<file path="src/hw/rtl/jac_pkg.sv">
// shared widths, register indexes, reset values and types of the joystick axis conditioner
package jac_pkg;

    // field and state widths
    localparam int RAW_W  = 12;
    localparam int ACC_W  = 20;
    localparam int ANG_W  = 16;
    localparam int CFG_W  = 16;
    localparam int IDX_W  = 3;

    // serial multiplier: signed multiplicand, unsigned multiplier, signed product
    localparam int MC_W   = 17;
    localparam int MP_W   = 9;
    localparam int PROD_W = 26;

    // serial divider: unsigned dividend and divisor
    localparam int DVD_W  = 27;
    localparam int DVS_W  = 12;

    // configuration register indexes
    localparam logic [IDX_W-1:0] REG_CENTER   = 3'd0;
    localparam logic [IDX_W-1:0] REG_SCALE    = 3'd1;
    localparam logic [IDX_W-1:0] REG_ALPHA    = 3'd2;
    localparam logic [IDX_W-1:0] REG_DZ_ENTER = 3'd3;
    localparam logic [IDX_W-1:0] REG_DZ_EXIT  = 3'd4;
    localparam logic [IDX_W-1:0] REG_NOISE    = 3'd5;

    // configuration reset values
    localparam logic [11:0] CENTER_RST   = 12'd2048;
    localparam logic [6:0]  SCALE_RST    = 7'd100;
    localparam logic [8:0]  ALPHA_RST    = 9'd26;
    localparam logic [14:0] DZ_ENTER_RST = 15'd1280;
    localparam logic [14:0] DZ_EXIT_RST  = 15'd1536;
    localparam logic [15:0] NOISE_RST    = 16'd512;

    // unity weight in q1.8
    localparam logic [8:0]  ALPHA_ONE    = 9'd256;

    typedef enum logic [3:0] {
        ST_IDLE,
        ST_START,
        ST_AVG,
        ST_SCALE,
        ST_MAP,
        ST_FILT_NEW,
        ST_FILT_OLD,
        ST_FINISH,
        ST_EMIT
    } st_t;

    typedef enum logic [1:0] {
        MOP_SCALE,
        MOP_NEW,
        MOP_OLD
    } mop_t;

    typedef struct packed {
        logic start;
        logic clear;
    } mul_ctl_t;

endpackage

</file>
<file path="src/hw/rtl/joystick_axis_conditioner.sv">
// top level of the joystick axis conditioner: frame sums, sequencer and axis arithmetic
// words that do not close a frame give no result and, while the sequencer is idle,
// are taken one per cycle; the word that closes a frame starts the sequencer, which
// works x then y on the 27-bit serial divider and the 9-bit serial multiplier and
// then loads the output register
// reset clears sums, count, axis results and handshakes and loads register defaults
module joystick_axis_conditioner
    import jac_pkg::*;
#(
    parameter int AVG_COUNT = 16
)
(
    input  logic                    clk,
    input  logic                    rst_n,
    // configuration write port
    input  logic                    cfg_we,
    input  logic [IDX_W-1:0]        cfg_index,
    input  logic [CFG_W-1:0]        cfg_data,
    // sample input channel
    input  logic                    in_valid,
    output logic                    in_stall,
    input  logic [RAW_W-1:0]        x_raw,
    input  logic [RAW_W-1:0]        y_raw,
    // result output channel
    output logic                    out_valid,
    input  logic                    out_stall,
    output logic                    base_event,
    output logic                    tilt_event,
    output logic signed [ANG_W-1:0] base_angle,
    output logic signed [ANG_W-1:0] tilt_angle
);

    // sample counter holds 0 .. AVG_COUNT-1
    localparam int CNT_W = $clog2(AVG_COUNT + 1);

    // sequencer strobes for the datapath
    typedef struct packed {
        logic div_start;
        logic div_map;     // 0: sum over sample count, 1: scaled offset over centre
        logic sign_load;
        logic finish;
        logic emit;
        mop_t mop;
    } ctl_t;

    // configuration registers
    logic [11:0] center_reg;
    logic [6:0]  scale_reg;
    logic [8:0]  alpha_reg;
    logic [14:0] dz_enter_reg;
    logic [14:0] dz_exit_reg;
    logic [15:0] noise_reg;

    // frame state
    st_t                     state_reg, state_next;
    logic [ACC_W-1:0]        x_acc_reg, x_acc_next;
    logic [ACC_W-1:0]        y_acc_reg, y_acc_next;
    logic [CNT_W-1:0]        cnt_reg, cnt_next;
    logic                    axis_reg, axis_next;
    logic                    neg_reg, neg_next;
    logic signed [ANG_W-1:0] x_out_reg, x_out_next;
    logic signed [ANG_W-1:0] y_out_reg, y_out_next;
    logic                    x_ev_reg, x_ev_next;
    logic                    y_ev_reg, y_ev_next;

    // output word register
    logic                    out_valid_reg, out_valid_next;
    logic                    base_event_reg, base_event_next;
    logic                    tilt_event_reg, tilt_event_next;
    logic signed [ANG_W-1:0] base_angle_reg, base_angle_next;
    logic signed [ANG_W-1:0] tilt_angle_reg, tilt_angle_next;

    // handshake and sequencer
    logic             in_acc;
    logic [CNT_W-1:0] cnt_inc;
    logic             frame_end;
    ctl_t             ctl;
    mul_ctl_t         mul_ctl;

    // shared serial units
    logic                     div_done;
    logic [DVD_W-1:0]         div_dvd;
    logic [DVS_W-1:0]         div_dvs;
    logic [DVD_W-1:0]         div_q;
    logic                     mul_done;
    logic signed [MC_W-1:0]   mul_mc;
    logic [MP_W-1:0]          mul_mp;
    logic signed [PROD_W-1:0] mul_p;

    // axis arithmetic
    logic [ACC_W-1:0]        acc_sel;
    logic signed [ANG_W-1:0] prev_sel;
    logic [8:0]              alpha_sat;
    logic [12:0]             ofs;
    logic [12:0]             ofs_neg;
    logic [11:0]             ofs_mag;
    logic [14:0]             lim;
    logic [14:0]             map_mag;
    logic signed [ANG_W-1:0] mapped;
    logic signed [PROD_W-1:0] sum_adj;
    logic signed [ANG_W-1:0] filt;
    logic signed [16:0]      filt_ext;
    logic signed [16:0]      prev_ext;
    logic [16:0]             filt_mag;
    logic [16:0]             prev_mag;
    logic                    dz_hit;
    logic signed [ANG_W-1:0] res;
    logic signed [17:0]      res_ext;
    logic signed [17:0]      prv_ext;
    logic signed [17:0]      thr_ext;
    logic signed [17:0]      d_up;
    logic signed [17:0]      d_dn;
    logic                    ev;

    // ---------------- configuration ----------------

    always_ff @(posedge clk or negedge rst_n)
    begin
        if (!rst_n)
        begin
            center_reg   <= CENTER_RST;
            scale_reg    <= SCALE_RST;
            alpha_reg    <= ALPHA_RST;
            dz_enter_reg <= DZ_ENTER_RST;
            dz_exit_reg  <= DZ_EXIT_RST;
            noise_reg    <= NOISE_RST;
        end
        else if (cfg_we)
        begin
            unique case (cfg_index)
                REG_CENTER:   center_reg   <= cfg_data[11:0];
                REG_SCALE:    scale_reg    <= cfg_data[6:0];
                REG_ALPHA:    alpha_reg    <= cfg_data[8:0];
                REG_DZ_ENTER: dz_enter_reg <= cfg_data[14:0];
                REG_DZ_EXIT:  dz_exit_reg  <= cfg_data[14:0];
                REG_NOISE:    noise_reg    <= cfg_data;
                default:      ; // unused index, write dropped
            endcase
        end
    end

    // ---------------- input side ----------------

    // samples are taken only while the sequencer is parked
    assign in_stall  = (state_reg != ST_IDLE);
    assign in_acc    = in_valid && !in_stall;
    assign cnt_inc   = cnt_reg + CNT_W'(1);
    assign frame_end = (cnt_inc == CNT_W'(AVG_COUNT));

    // ---------------- sequencer ----------------

    always_comb
    begin
        state_next = state_reg;
        unique case (state_reg)
            ST_IDLE:
            begin
                if (in_acc && frame_end)
                begin
                    state_next = ST_START;
                end
            end
            ST_START:    state_next = ST_AVG;
            ST_AVG:      if (div_done) state_next = ST_SCALE;
            ST_SCALE:    if (mul_done) state_next = ST_MAP;
            ST_MAP:      if (div_done) state_next = ST_FILT_NEW;
            ST_FILT_NEW: if (mul_done) state_next = ST_FILT_OLD;
            ST_FILT_OLD: if (mul_done) state_next = ST_FINISH;
            ST_FINISH:   state_next = axis_reg ? ST_EMIT : ST_START;
            ST_EMIT:     if (!out_valid_reg || !out_stall) state_next = ST_IDLE;
            default:     state_next = ST_IDLE;
        endcase
    end

    always_comb
    begin
        ctl           = '0;
        ctl.mop       = MOP_SCALE;
        mul_ctl       = '0;
        unique case (state_reg)
            ST_START:
            begin
                // average: frame sum over the sample count
                ctl.div_start = 1'b1;
            end
            ST_AVG:
            begin
                if (div_done)
                begin
                    // offset magnitude times scale
                    ctl.sign_load = 1'b1;
                    mul_ctl.start = 1'b1;
                    mul_ctl.clear = 1'b1;
                    ctl.mop       = MOP_SCALE;
                end
            end
            ST_SCALE:
            begin
                if (mul_done)
                begin
                    ctl.div_start = 1'b1;
                    ctl.div_map   = 1'b1;
                end
            end
            ST_MAP:
            begin
                if (div_done)
                begin
                    // alpha times the new mapped value
                    mul_ctl.start = 1'b1;
                    mul_ctl.clear = 1'b1;
                    ctl.mop       = MOP_NEW;
                end
            end
            ST_FILT_NEW:
            begin
                if (mul_done)
                begin
                    // add (1 - alpha) times the previous output
                    mul_ctl.start = 1'b1;
                    ctl.mop       = MOP_OLD;
                end
            end
            ST_FINISH:   ctl.finish = 1'b1;
            ST_EMIT:     ctl.emit   = !out_valid_reg || !out_stall;
            default:     ;
        endcase
    end

    // ---------------- shared units ----------------

    assign acc_sel  = axis_reg ? y_acc_reg : x_acc_reg;
    assign prev_sel = axis_reg ? y_out_reg : x_out_reg;

    always_comb
    begin
        if (ctl.div_map)
        begin
            // scaled offset in q.8, centre of zero divides by one
            div_dvd = {mul_p[DVD_W-9:0], 8'h00};
            div_dvs = (center_reg == 12'd0) ? DVS_W'(1) : center_reg;
        end
        else
        begin
            div_dvd = DVD_W'(acc_sel);
            div_dvs = DVS_W'(AVG_COUNT);
        end
    end

    // alpha above one saturates
    assign alpha_sat = (alpha_reg > ALPHA_ONE) ? ALPHA_ONE : alpha_reg;

    always_comb
    begin
        unique case (ctl.mop)
            MOP_SCALE:
            begin
                mul_mc = MC_W'({1'b0, ofs_mag});
                mul_mp = MP_W'(scale_reg);
            end
            MOP_NEW:
            begin
                mul_mc = MC_W'(mapped);
                mul_mp = alpha_sat;
            end
            MOP_OLD:
            begin
                mul_mc = MC_W'(prev_sel);
                mul_mp = ALPHA_ONE - alpha_sat;
            end
            default:
            begin
                mul_mc = '0;
                mul_mp = '0;
            end
        endcase
    end

    jac_ser_div u_div (
        .clk      (clk),
        .rst_n    (rst_n),
        .start    (ctl.div_start),
        .dividend (div_dvd),
        .divisor  (div_dvs),
        .done     (div_done),
        .quotient (div_q)
    );

    jac_ser_mul u_mul (
        .clk    (clk),
        .rst_n  (rst_n),
        .ctl    (mul_ctl),
        .mcand  (mul_mc),
        .mplier (mul_mp),
        .done   (mul_done),
        .prod   (mul_p)
    );

    // ---------------- axis arithmetic ----------------

    // offset of the average from centre, as sign and magnitude
    assign ofs     = {1'b0, div_q[11:0]} - {1'b0, center_reg};
    assign ofs_neg = 13'd0 - ofs;
    assign ofs_mag = ofs[12] ? ofs_neg[11:0] : ofs[11:0];

    // clamp the scaled magnitude to scale_reg whole units
    assign lim     = {scale_reg, 8'h00};
    assign map_mag = (div_q > DVD_W'(lim)) ? lim : div_q[14:0];
    assign mapped  = neg_reg ? -$signed({1'b0, map_mag}) : $signed({1'b0, map_mag});

    // divide the weighted sum by 256, truncating toward zero
    assign sum_adj = mul_p + (mul_p[PROD_W-1] ? PROD_W'(255) : PROD_W'(0));
    assign filt    = sum_adj[23:8];

    // dead zone with hysteresis on the previous output
    assign filt_ext = 17'(filt);
    assign prev_ext = 17'(prev_sel);
    assign filt_mag = filt_ext[16] ? 17'(-filt_ext) : filt_ext;
    assign prev_mag = prev_ext[16] ? 17'(-prev_ext) : prev_ext;
    assign dz_hit   = (filt_mag < {2'b00, dz_enter_reg}) && (prev_mag < {2'b00, dz_exit_reg});
    assign res      = dz_hit ? '0 : filt;

    // event when the output moves further from zero by more than the threshold
    assign res_ext = 18'(res);
    assign prv_ext = 18'(prev_sel);
    assign thr_ext = $signed({2'b00, noise_reg});
    assign d_up    = res_ext - prv_ext;
    assign d_dn    = prv_ext - res_ext;
    assign ev      = (!res[ANG_W-1] && (res != '0) && (d_up > thr_ext)) ||
                     (res[ANG_W-1] && (d_dn > thr_ext));

    // ---------------- state update ----------------

    always_comb
    begin
        x_acc_next      = x_acc_reg;
        y_acc_next      = y_acc_reg;
        cnt_next        = cnt_reg;
        axis_next       = axis_reg;
        neg_next        = neg_reg;
        x_out_next      = x_out_reg;
        y_out_next      = y_out_reg;
        x_ev_next       = x_ev_reg;
        y_ev_next       = y_ev_reg;
        out_valid_next  = out_valid_reg && out_stall;
        base_event_next = base_event_reg;
        tilt_event_next = tilt_event_reg;
        base_angle_next = base_angle_reg;
        tilt_angle_next = tilt_angle_reg;

        if (in_acc)
        begin
            x_acc_next = x_acc_reg + ACC_W'(x_raw);
            y_acc_next = y_acc_reg + ACC_W'(y_raw);
            cnt_next   = frame_end ? '0 : cnt_inc;
        end

        if (ctl.sign_load)
        begin
            neg_next = ofs[12];
        end

        if (ctl.finish)
        begin
            if (axis_reg)
            begin
                y_out_next = res;
                y_ev_next  = ev;
            end
            else
            begin
                x_out_next = res;
                x_ev_next  = ev;
            end
            axis_next = !axis_reg;
        end

        if (ctl.emit)
        begin
            out_valid_next  = 1'b1;
            base_event_next = x_ev_reg;
            tilt_event_next = y_ev_reg;
            base_angle_next = x_out_reg;
            tilt_angle_next = y_out_reg;
            x_acc_next      = '0;
            y_acc_next      = '0;
        end
    end

    always_ff @(posedge clk or negedge rst_n)
    begin
        if (!rst_n)
        begin
            state_reg     <= ST_IDLE;
            x_acc_reg     <= '0;
            y_acc_reg     <= '0;
            cnt_reg       <= '0;
            axis_reg      <= 1'b0;
            x_out_reg     <= '0;
            y_out_reg     <= '0;
            out_valid_reg <= 1'b0;
        end
        else
        begin
            state_reg     <= state_next;
            x_acc_reg     <= x_acc_next;
            y_acc_reg     <= y_acc_next;
            cnt_reg       <= cnt_next;
            axis_reg      <= axis_next;
            x_out_reg     <= x_out_next;
            y_out_reg     <= y_out_next;
            out_valid_reg <= out_valid_next;
        end
    end

    always_ff @(posedge clk)
    begin
        neg_reg        <= neg_next;
        x_ev_reg       <= x_ev_next;
        y_ev_reg       <= y_ev_next;
        base_event_reg <= base_event_next;
        tilt_event_reg <= tilt_event_next;
        base_angle_reg <= base_angle_next;
        tilt_angle_reg <= tilt_angle_next;
    end

    assign out_valid  = out_valid_reg;
    assign base_event = base_event_reg;
    assign tilt_event = tilt_event_reg;
    assign base_angle = base_angle_reg;
    assign tilt_angle = tilt_angle_reg;

endmodule

</file>
<file path="src/hw/rtl/jac_ser_mul.sv">
// shift-add multiplier, one multiplier bit per cycle, optional accumulate
module jac_ser_mul
    import jac_pkg::*;
(
    input  logic                     clk,
    input  logic                     rst_n,
    input  mul_ctl_t                 ctl,
    input  logic signed [MC_W-1:0]   mcand,
    input  logic [MP_W-1:0]          mplier,
    output logic                     done,
    output logic signed [PROD_W-1:0] prod
);

    localparam int CNT_W = $clog2(MP_W);

    logic signed [PROD_W-1:0] acc_reg, acc_next;
    logic signed [PROD_W-1:0] mc_reg, mc_next;
    logic [MP_W-1:0]          mp_reg, mp_next;
    logic [CNT_W-1:0]         cnt_reg, cnt_next;
    logic                     busy_reg, busy_next;
    logic                     done_reg, done_next;

    always_comb
    begin
        acc_next  = acc_reg;
        mc_next   = mc_reg;
        mp_next   = mp_reg;
        cnt_next  = cnt_reg;
        busy_next = busy_reg;
        done_next = 1'b0;
        if (ctl.start)
        begin
            mc_next   = PROD_W'(mcand);
            mp_next   = mplier;
            cnt_next  = '0;
            busy_next = 1'b1;
            if (ctl.clear)
            begin
                acc_next = '0;
            end
        end
        else if (busy_reg)
        begin
            if (mp_reg[0])
            begin
                acc_next = acc_reg + mc_reg;
            end
            mc_next  = mc_reg <<< 1;
            mp_next  = mp_reg >> 1;
            cnt_next = cnt_reg + CNT_W'(1);
            if (cnt_reg == CNT_W'(MP_W - 1))
            begin
                busy_next = 1'b0;
                done_next = 1'b1;
            end
        end
    end

    always_ff @(posedge clk or negedge rst_n)
    begin
        if (!rst_n)
        begin
            cnt_reg  <= '0;
            busy_reg <= 1'b0;
            done_reg <= 1'b0;
        end
        else
        begin
            cnt_reg  <= cnt_next;
            busy_reg <= busy_next;
            done_reg <= done_next;
        end
    end

    always_ff @(posedge clk)
    begin
        acc_reg <= acc_next;
        mc_reg  <= mc_next;
        mp_reg  <= mp_next;
    end

    assign done = done_reg;
    assign prod = acc_reg;

endmodule

</file>
<file path="src/hw/rtl/jac_ser_div.sv">
// restoring divider, one quotient bit per cycle
module jac_ser_div
    import jac_pkg::*;
(
    input  logic             clk,
    input  logic             rst_n,
    input  logic             start,
    input  logic [DVD_W-1:0] dividend,
    input  logic [DVS_W-1:0] divisor,
    output logic             done,
    output logic [DVD_W-1:0] quotient
);

    localparam int CNT_W = $clog2(DVD_W);

    logic [DVD_W-1:0] q_reg, q_next;
    logic [DVS_W-1:0] rem_reg, rem_next;
    logic [DVS_W-1:0] dvs_reg, dvs_next;
    logic [CNT_W-1:0] cnt_reg, cnt_next;
    logic             busy_reg, busy_next;
    logic             done_reg, done_next;
    logic [DVS_W:0]   shifted;
    logic [DVS_W+1:0] trial;

    assign shifted = {rem_reg, q_reg[DVD_W-1]};
    assign trial   = {1'b0, shifted} - {2'b00, dvs_reg};

    always_comb
    begin
        q_next    = q_reg;
        rem_next  = rem_reg;
        dvs_next  = dvs_reg;
        cnt_next  = cnt_reg;
        busy_next = busy_reg;
        done_next = 1'b0;
        if (start)
        begin
            q_next    = dividend;
            rem_next  = '0;
            dvs_next  = divisor;
            cnt_next  = '0;
            busy_next = 1'b1;
        end
        else if (busy_reg)
        begin
            if (!trial[DVS_W+1])
            begin
                rem_next = trial[DVS_W-1:0];
                q_next   = {q_reg[DVD_W-2:0], 1'b1};
            end
            else
            begin
                rem_next = shifted[DVS_W-1:0];
                q_next   = {q_reg[DVD_W-2:0], 1'b0};
            end
            cnt_next = cnt_reg + CNT_W'(1);
            if (cnt_reg == CNT_W'(DVD_W - 1))
            begin
                busy_next = 1'b0;
                done_next = 1'b1;
            end
        end
    end

    always_ff @(posedge clk or negedge rst_n)
    begin
        if (!rst_n)
        begin
            cnt_reg  <= '0;
            busy_reg <= 1'b0;
            done_reg <= 1'b0;
        end
        else
        begin
            cnt_reg  <= cnt_next;
            busy_reg <= busy_next;
            done_reg <= done_next;
        end
    end

    always_ff @(posedge clk)
    begin
        q_reg   <= q_next;
        rem_reg <= rem_next;
        dvs_reg <= dvs_next;
    end

    assign done     = done_reg;
    assign quotient = q_reg;

endmodule
</file>
<file path="config.mk">
export PLATFORM = sky130hd
export DESIGN_NAME = joystick_axis_conditioner
export DESIGN_NICKNAME = d
export VERILOG_FILES = /design/src/hw/rtl/jac_pkg.sv /design/src/hw/rtl/joystick_axis_conditioner.sv /design/src/hw/rtl/jac_ser_mul.sv /design/src/hw/rtl/jac_ser_div.sv
export SDC_FILE = /design/constraint.sdc
export NUM_CORES = 1
export LEC_CHECK = 0
export BUFFER_PORTS_ARGS = -buffer_cell sky130_fd_sc_hd__buf_2
export CAP_MARGIN = 20
export CORE_ASPECT_RATIO = 0.8
export CORE_MARGIN = 3
export CORE_UTILIZATION = 30
export CTS_BUF_LIST = sky130_fd_sc_hd__clkbuf_16
export DETAILED_ROUTE_END_ITERATION = 10
export PLACE_DENSITY_LB_ADDON = 0.25
export SLEW_MARGIN = 20
export SYNTH_ARGS = -nofsm -noshare
export SYNTH_HDL_FRONTEND = slang
export SYNTH_SLANG_ARGS = --single-unit
</file>
<file path="constraint.sdc">
create_clock -name clk -period 14.3 [get_ports clk]
set_input_delay 2.145 -clock clk [delete_from_list [all_inputs] [get_ports clk]]
set_output_delay 2.145 -clock clk [all_outputs]
set_load 0.02 [all_outputs]
</file>
==> reports/results.txt <==
Starting Density = 30.4%
Dpl ws = 4.87 ns
Internal power = 2.38 mW
Post-synth ARST share = 53.3%
GRT met1 Usage = 26.7%
Dominant synthesized flop cell = dfrtp_1
Total GRT Usage = 17.7%
Clk sinks = 319
Seq cells post-synth = 319
Critical Path AT = 9.89 ns
First-pass GRT wire length = 104,000 µm
Final Setup Violations = 0
Number of diodes = 0
Max reg flops = 27
Final hold vios = 0
DR vias/cell = 5.31
Critical path buffer and inverter count = 0
Outcome = completed
Detailed-route wire length = 68,000 µm
Final period util = 66.8%
Post-Syn Instances = 2,316
Core box area = 70,900 µm²
WHS = 0.488 ns
Clock latency on the worst-skew pair = 0.56 ns
FF-to-FF path depth = 34
Clock buffer depth = 3
M2 GR Usage = 26.6%
Die W = 306 µm
Worst Max-Slew Pin Slew = 1.04 ns
Fin crit period = 9.55 ns
Die area = 75,200 µm²
Slew headroom = 30.1%
Fillers = 7,169
CTS tree = built
Wirelength per Cell = 20.3 µm
DP HPWL = 52,200 µm
Max incr delay on CP = 0.84 ns
Hold path cells = 0
Power share of the clock group = 22.2%
Slowest cell on the critical path = xnor2_1
Post-CTS Setup Inserts = 0
Worst hold path type = flop to flop
Initial antenna violation count = 1
Peak supply drop = 0.000115 V
Cell Count Post-Placement = 3,274
CTS hold repair buffers = 0
CTS Buf Count = 38
Synth unique cells = 85
RePlAce Congestion = 0.909
Peak Freq = 105 MHz
Most frequent cells in the layout = 216 x nand2_1, 195 x nor2_1, 189 x ha_1
Area grow syn2layout = 12.2%
CP Max Fanout = 13
Syn Area/Cell = 9.31 µm²
Ports = 84
Total negative slack = 0 ns
Vias in the first global route = 17,100
Final instance area = 24,200 µm²
Pin count of the biggest net entering global routing = 60
Data required, critical path = 14.64 ns
Count of cells resized by post-cts repair = 0
P_leak = 10.4 nW
Stages on worst setup path = 34
Share of layout cells above drive strength 1 = 11.2%
Top Usage Layer GRT = met1
RSZ-0062 raised after global routing = no
Placed Instance Area = 23,100 µm²
Clk root buf = clkbuf_16
Finished Layout Cells = 3,343
Setup CP Type = flop to flop
Clock slew at reported path FFs = 0.06 ns
Post-synth EDFFs = 137
Final antenna-violating net count = 0
Htree depth = 2
Synthesized Nets = 2,560
Number of port buffers = 83
Height of the chip = 246 µm
Family with the most delay on the worst path = compound AO/OA/AOI/OAI gates
Pwr Total = 4.04 mW
Rows = 87
Global Route met3 Usage = 2.76%
Vias post-DR = 17,800
Gr ovfl total = 0
Slew Viols, Final = 0
Drt drc = 0
Ys Warns = 0
MaxCap Viol Count = 0
Flop pwr share = 32.9%
DR pass1 iterations = 5
Seq/Total Area, Yosys = 40.0%
Nets@finish = 2,624
Clk_skew = 0.0334 ns
Utilization after layout = 34.1%
Critical path startpoint category = flop
PD cells = 167 nW/µm²
Most common cell after layout, fill and taps aside = nand2_1
Setup ws final = 4.75 ns
Initial drt markers = 1,574
Sw Ratio = 40.9%
Synthesized area = 21,600 µm²
Comb pwr share = 44.9%
Net Switching = 1.65 mW
CP Capture Type = flop
==> power by group through the flow <==
stage | Combinational (mW) | Sequential (mW) | Clock (mW)
after floorplan | 1.38 | 1.26 | 0
after global placement | 1.76 | 1.33 | 0
after detailed placement | 1.78 | 1.34 | 0
after CTS | 1.80 | 1.32 | 0.924
after global routing | 2.01 | 1.35 | 0.956
final | 1.81 | 1.33 | 0.895
==> final cells by class <==
cell class / count / area (µm²) / area share, %
Clock buffer: 38 / 951 / 3.93
Clock inverter: 31 / 178 / 0.734
Inverter: 166 / 623 / 2.58
Multi-Input combinational cell: 1738 / 12000 / 49.5
Sequential cell: 319 / 8620 / 35.7
Tap cell: 934 / 1170 / 4.83
Timing Repair Buffer: 117 / 677 / 2.80
==> synth_stat cells (22+ instances only) <==
master	count	share of area [%]
nand4_1	30	0.87
mux2i_1	46	2.1
clkbuf_1	71	1.2
xor2_1	73	3.0
and3_1	23	0.67
nand3_1	50	1.2
edfxtp_1	137	19
mux2_2	47	2.5
nor2b_1	28	0.81
nor3_1	49	1.1
xnor2_1	96	3.9
o21ai_0	178	4.1
a21o_1	45	1.6
a31oi_1	22	0.64
ha_1	189	11
nand2b_1	28	0.81
dfrtp_1	158	18
nor2_1	195	3.4
o21a_1	22	0.77
a21oi_1	144	3.3
nand2_1	217	3.8
inv_1	166	2.9
==> routing by layer <==
layer / wire length [µm] / share of wire [%]
met3: 4310 / 6.3
met4: 1100 / 1.6
met2: 28900 / 43
met1: 33700 / 50
met5: 0 / 0
==> worst paths after layout <==
path	startpoint	endpoint	slack, ns
worst max-delay path	u_mul.prod[25]$_SDFFCE_PP0P_	x_ev_reg$_DFFE_PP_	4.75
worst min register to register	y_out_reg[14]$_DFFE_PN0P_	tilt_angle[14]$_DFFE_PP_	0.49
worst max register to register	u_mul.prod[25]$_SDFFCE_PP0P_	x_ev_reg$_DFFE_PP_	4.75
worst min-delay path	y_out_reg[14]$_DFFE_PN0P_	tilt_angle[14]$_DFFE_PP_	0.49
max in group asynchronous	rst_n	x_out_reg[11]$_DFFE_PN0P_	11.53
min in group asynchronous	rst_n	alpha_reg[6]$_DFFE_PN0P_	1.55
==> kinds of logic (layout without fill, tap and decap cells) <==
family	Yosys count	count (layout)	synth area share (%)
DFF	319	319	40.0
AOI/OAI and AO/OA	570	570	16.6
xor gates and xnor gates	169	169	6.86
adders and majority gates	196	196	11.6
and+or+nand+nor	710	710	15.7
buffers and inverters	259	352	4.67
muxes	93	93	4.59
No activity file was read; power rests on OpenSTA's default activity.
